`src/rtl/assert_macros.svh`:
```
// Assertion helpers used by the RTL.
`ifndef ASSERT_MACROS_SVH
`define ASSERT_MACROS_SVH
`ifndef SYNTHESIS
// Same-cycle implication, checked outside reset.
`define ASSERT_IMPLIES(label, clk, rst_n, ante, cons) \
  label: assert property (@(posedge clk) disable iff (!rst_n) (ante) |-> (cons)) \
    else $error("assertion failed: same-cycle implication");
// Next-cycle implication, checked outside reset.
`define ASSERT_NEXT(label, clk, rst_n, ante, cons) \
  label: assert property (@(posedge clk) disable iff (!rst_n) (ante) |=> (cons)) \
    else $error("assertion failed: next-cycle implication");
`else
`define ASSERT_IMPLIES(label, clk, rst_n, ante, cons)
`define ASSERT_NEXT(label, clk, rst_n, ante, cons)
`endif
`endif

```
`src/rtl/bwm_ram.sv`:
```
module bwm_ram #(
  parameter int WIDTH = 8,
  parameter int DEPTH = 256
) (
  input  logic                     clk,
  input  logic                     wr_en,
  input  logic [$clog2(DEPTH)-1:0] wr_addr,
  input  logic [WIDTH-1:0]         wr_data,
  input  logic                     rd_en,
  input  logic [$clog2(DEPTH)-1:0] rd_addr,
  output logic [WIDTH-1:0]         rd_data
);

  logic [WIDTH-1:0] mem_r [DEPTH];
  logic [WIDTH-1:0] rd_data_r;

  // Write port and registered read port
  always_ff @(posedge clk) begin
    if (wr_en) begin
      mem_r[wr_addr] <= wr_data;
    end
    if (rd_en) begin
      rd_data_r <= mem_r[rd_addr];
    end
  end

  assign rd_data = rd_data_r;

endmodule

```
`config.mk`:
```
export PLATFORM = sky130hd
export DESIGN_NAME = bwm_ram
export DESIGN_NICKNAME = d
export VERILOG_FILES = /design/src/rtl/assert_macros.svh /design/src/rtl/bwm_ram.sv
export SDC_FILE = /design/constraint.sdc
export NUM_CORES = 2
export LEC_CHECK = 0
export BUFFER_PORTS_ARGS = -buffer_cell sky130_fd_sc_hd__clkbuf_2
export CAP_MARGIN = 40
export CORE_ASPECT_RATIO = 1.4
export CORE_UTILIZATION = 40
export CTS_BUF_LIST = sky130_fd_sc_hd__clkbuf_4 sky130_fd_sc_hd__clkbuf_8
export CTS_CLUSTER_DIAMETER = 100
export DETAILED_ROUTE_END_ITERATION = 7
export PLACE_DENSITY_LB_ADDON = 0.25
export SYNTH_ARGS = -nofsm -noshare
export SYNTH_HDL_FRONTEND = slang
export SYNTH_SLANG_ARGS = --single-unit
```
`constraint.sdc`:
```
create_clock -name clk -period 3.2 [get_ports clk]
set_input_delay 0.64 -clock clk [delete_from_list [all_inputs] [get_ports clk]]
set_output_delay 0.64 -clock clk [all_outputs]
set_load 0.01 [all_outputs]
```
==> impl_results.md <==
- Reg-to-Reg Start: mem_r[143][2]
- Final setup viols: 0
- Final antenna-violating net count: 0
- GP Congestion: 0.842
- Clock transition at path regs: 0.06 ns
- Clock latency on the worst-skew pair: 0.92 ns
- Path type of the worst min-delay path: input pin to flip-flop
- Worst-case reg-to-reg path depth: 8
- DRT iter0 DRCs: 3,879
- YS warnings: 0
- Max H-tree Level: 5
- DR vias: 40,650
- # rows: 193
- Vias in the first global route: ~42,000
- Die area: 201,000 µm²
- Maximum vdd drop: 354 µV
- Clock sinks: just over 2,000
- Seq cells post-synth: between 2,000 and 2,500
- Fmax: 0.336 GHz
- EDFF count, synth: approximately 2,000
- RSZ-0062 raised after global routing: false
- Clock Tree Root: clkbuf_8
- Layout cells sized above 1: 0.344
- Met3 Use GR: 0.0348
- All-Layer GR Usage: 0.210
- Largest net degree at the start of global routing: 118
- Total power: 53.9 mW
- Slowest-stage cell, CP: nor3_1
- First-pass iteration count of the detailed router: 5
- Top Usage Layer GRT: met2
- Hold path startpoint: wr_data[4]
- Worst slack, placed: -0.754 ns
- Leak pwr: 30.2 nW
- Post-synthesis cell area: about 80,000 µm²
- CP Launch Type: flip-flop
- Inserted Clock Buffers: approximately 300
- Post-route cell area: 93,600 µm²
- Layout Skew: about 0.044 ns
- Initial cell density of the core: 0.403
- Die Ht: between 500 and 600 µm
- Most common cell after layout, fill and taps aside: edfxtp_1
- TritonCTS clock tree: built
- Total congestion overflow: 0
- Area post-placement: approximately 88,000 µm²
- Synth-to-Final Area Change: 17.5%
- Max clock buf depth: 4
- Dominant synthesized flop cell: edfxtp_1
- Layout Cells excl Fill: 7,362
- Cell variety after synth: 54
- Hold slack final: around 0.13 ns
- Status: finished, final reports clean
- Commonest non-fill, non-tap cells in the layout: edfxtp_1, buf_4, mux4_2
- Core Util, Final: 0.474
- Port Buffers: 34
- Crit path max fanout: 1
- Relative slew slack: 0.358
- DP Wirelength: around 140,000 µm
- Die Wd: 379 µm
- Worst endpoint required time: between 3 and 4 ns
- DRC violations left: 0
- PnR worst setup slack: around 0.22 ns
- Worst Max-Slew Pin Slew: 0.962 ns
- Inst Count DP: 6,814
- Vias per Instance: 5.52
- Post-CTS Setup Bufs: 0
- First-pass GRT wire length: between 300,000 and 400,000 µm
- # IOs: 35
- CP arrival: 3.64 ns
- Avg Cell Area, Syn: 21.3 µm²
- Sequential area share after synthesis: 0.775
- Final hold viol count: 0
- Worst R2R End: rd_data[2]
- Routed WL: 210,000 µm
- Max-cap violation count: 0
- Fin crit period: 2.98 ns
- M1 GR Usage: 0.267
- Pwr Density: roughly 580 nW/µm²
- Syn nets: around 3,800
- Post-CTS Resized: 0
- Core area: 198,000 µm²
- CP max stage delay: 0.63 ns
- Hold Path Stages: 1
- Avg WL per Cell: 28.5 µm
- Grt met2 use: 0.363
- Initial antenna violation count: 15
- Setup TNS: 0 ns
- Cell count after synthesis: 3,733
- Reg2Reg Setup Slack: ~0.22 ns
- Worst hold endpoint: mem_r[104][4]
- Cell Chain, Critical Path: mux4_2, mux4_2, nor2_1, a2111oi_0, buf_4, nor3_1, buf_4, nor4_2
- Fin nets: 4,516
- WS Path Type: flip-flop to flip-flop
- Asr flop ratio synth: 0
- Fillers: 16,511
- CP Capture Type: flip-flop
- Tcrit/Tclk final: 0.930
- Hold_buf cts: 0
- Pins Over Slew Limit: 0
[power breakdown]
| part | total [mW] | switching [mW] | internal [mW] |
|---|---|---|---|
| logic | 3.07 | 1.85 | 1.22 |
| clock network | 21.1 | 9.99 | 11.1 |
| registers | 29.7 | 0.0349 | 29.7 |
[area by class of cell]
cell class | instances | area, µm² | share of cell area
Inverter | 2 | 7.51 | 0.0000802
Timing Repair Buffer | 682 | 6090 | 0.0650
Antenna cell | 3 | 7.51 | 0.0000802
Sequential cell | 2056 | 61700 | 0.660
Clock buffer | 399 | 4930 | 0.0527
Tap cell | 2632 | 3290 | 0.0352
Clock inverter | 146 | 1020 | 0.0109
Multi-Input combinational cell | 1442 | 16500 | 0.176
[routing by layer]
layer / share of wire / routed length, µm / up-vias
li1: - / - / 17242
met3: 0.061 / 12800 / 325
met4: 0.032 / 6780 / 10
met1: 0.39 / 81400 / 21705
met5: 0.00026 / 54 / -
met2: 0.52 / 109000 / 1368
[sequential cells by signal, indices dropped and copies added (netlist names)]
register  flops
mem_r      2048
rd_data       8
[cells by family (layout without fill, tap and decap cells)]
| logic type | count (synthesis) | in the layout | share of synthesized area |
|---|---|---|---|
| DFF | 2056 | 2056 | 0.775 |
| muxes | 591 | 591 | 0.146 |
| and+or+nand+nor | 466 | 466 | 0.0263 |
| AOI/OAI and AO/OA | 385 | 385 | 0.0342 |
| buffers and inverters | 235 | 1229 | 0.0183 |
| other | 0 | 3 | 0 |
[worst max-delay path by stage]
stage	startpoint	to	slack, ns	cells past startpoint
after floorplan	rd_addr[0]	rd_data[2]	0.48	9
after global placement	rd_addr[0]	rd_data[4]	-0.89	9
after detailed placement	rd_addr[0]	rd_data[2]	-0.75	12
after CTS	mem_r[143][2]	rd_data[2]	0.21	8
after global routing	rd_addr[0]	rd_data[2]	0.13	11
final	mem_r[143][2]	rd_data[2]	0.22	8
[cell usage after synthesis, drive strengths merged (6+ instances only)]
library cell	n	area, µm²
a22o	8	70.1
nand3	34	170
a22oi	133	998
edfxtp	2056	61700
mux4	456	10300
nor2	282	1060
o22ai	28	175
a211oi	16	120
clkbuf	111	417
buf	122	1030
mux2i	134	1340
nor3	22	110
o21ai	12	60.1
nor4	27	188
nor2b	31	194
and2	6	37.5
a21oi	96	480
o211ai	10	75.1
o221ai	47	418
nand4	10	62.6
nand2	33	124
a221oi	14	129
nand2b	8	50.1
[critical path: cells and delay by family, from the launching register on]
family | cells | cell delay, ns
AND/OR/NAND/NOR | 3 | 0.79
buffers and inverters | 2 | 0.43
AO/OA/AOI/OAI | 1 | 0.09
flip-flops | 1 | 0.35
multiplexers | 2 | 1.06
Power figures use the tool's default switching activity.
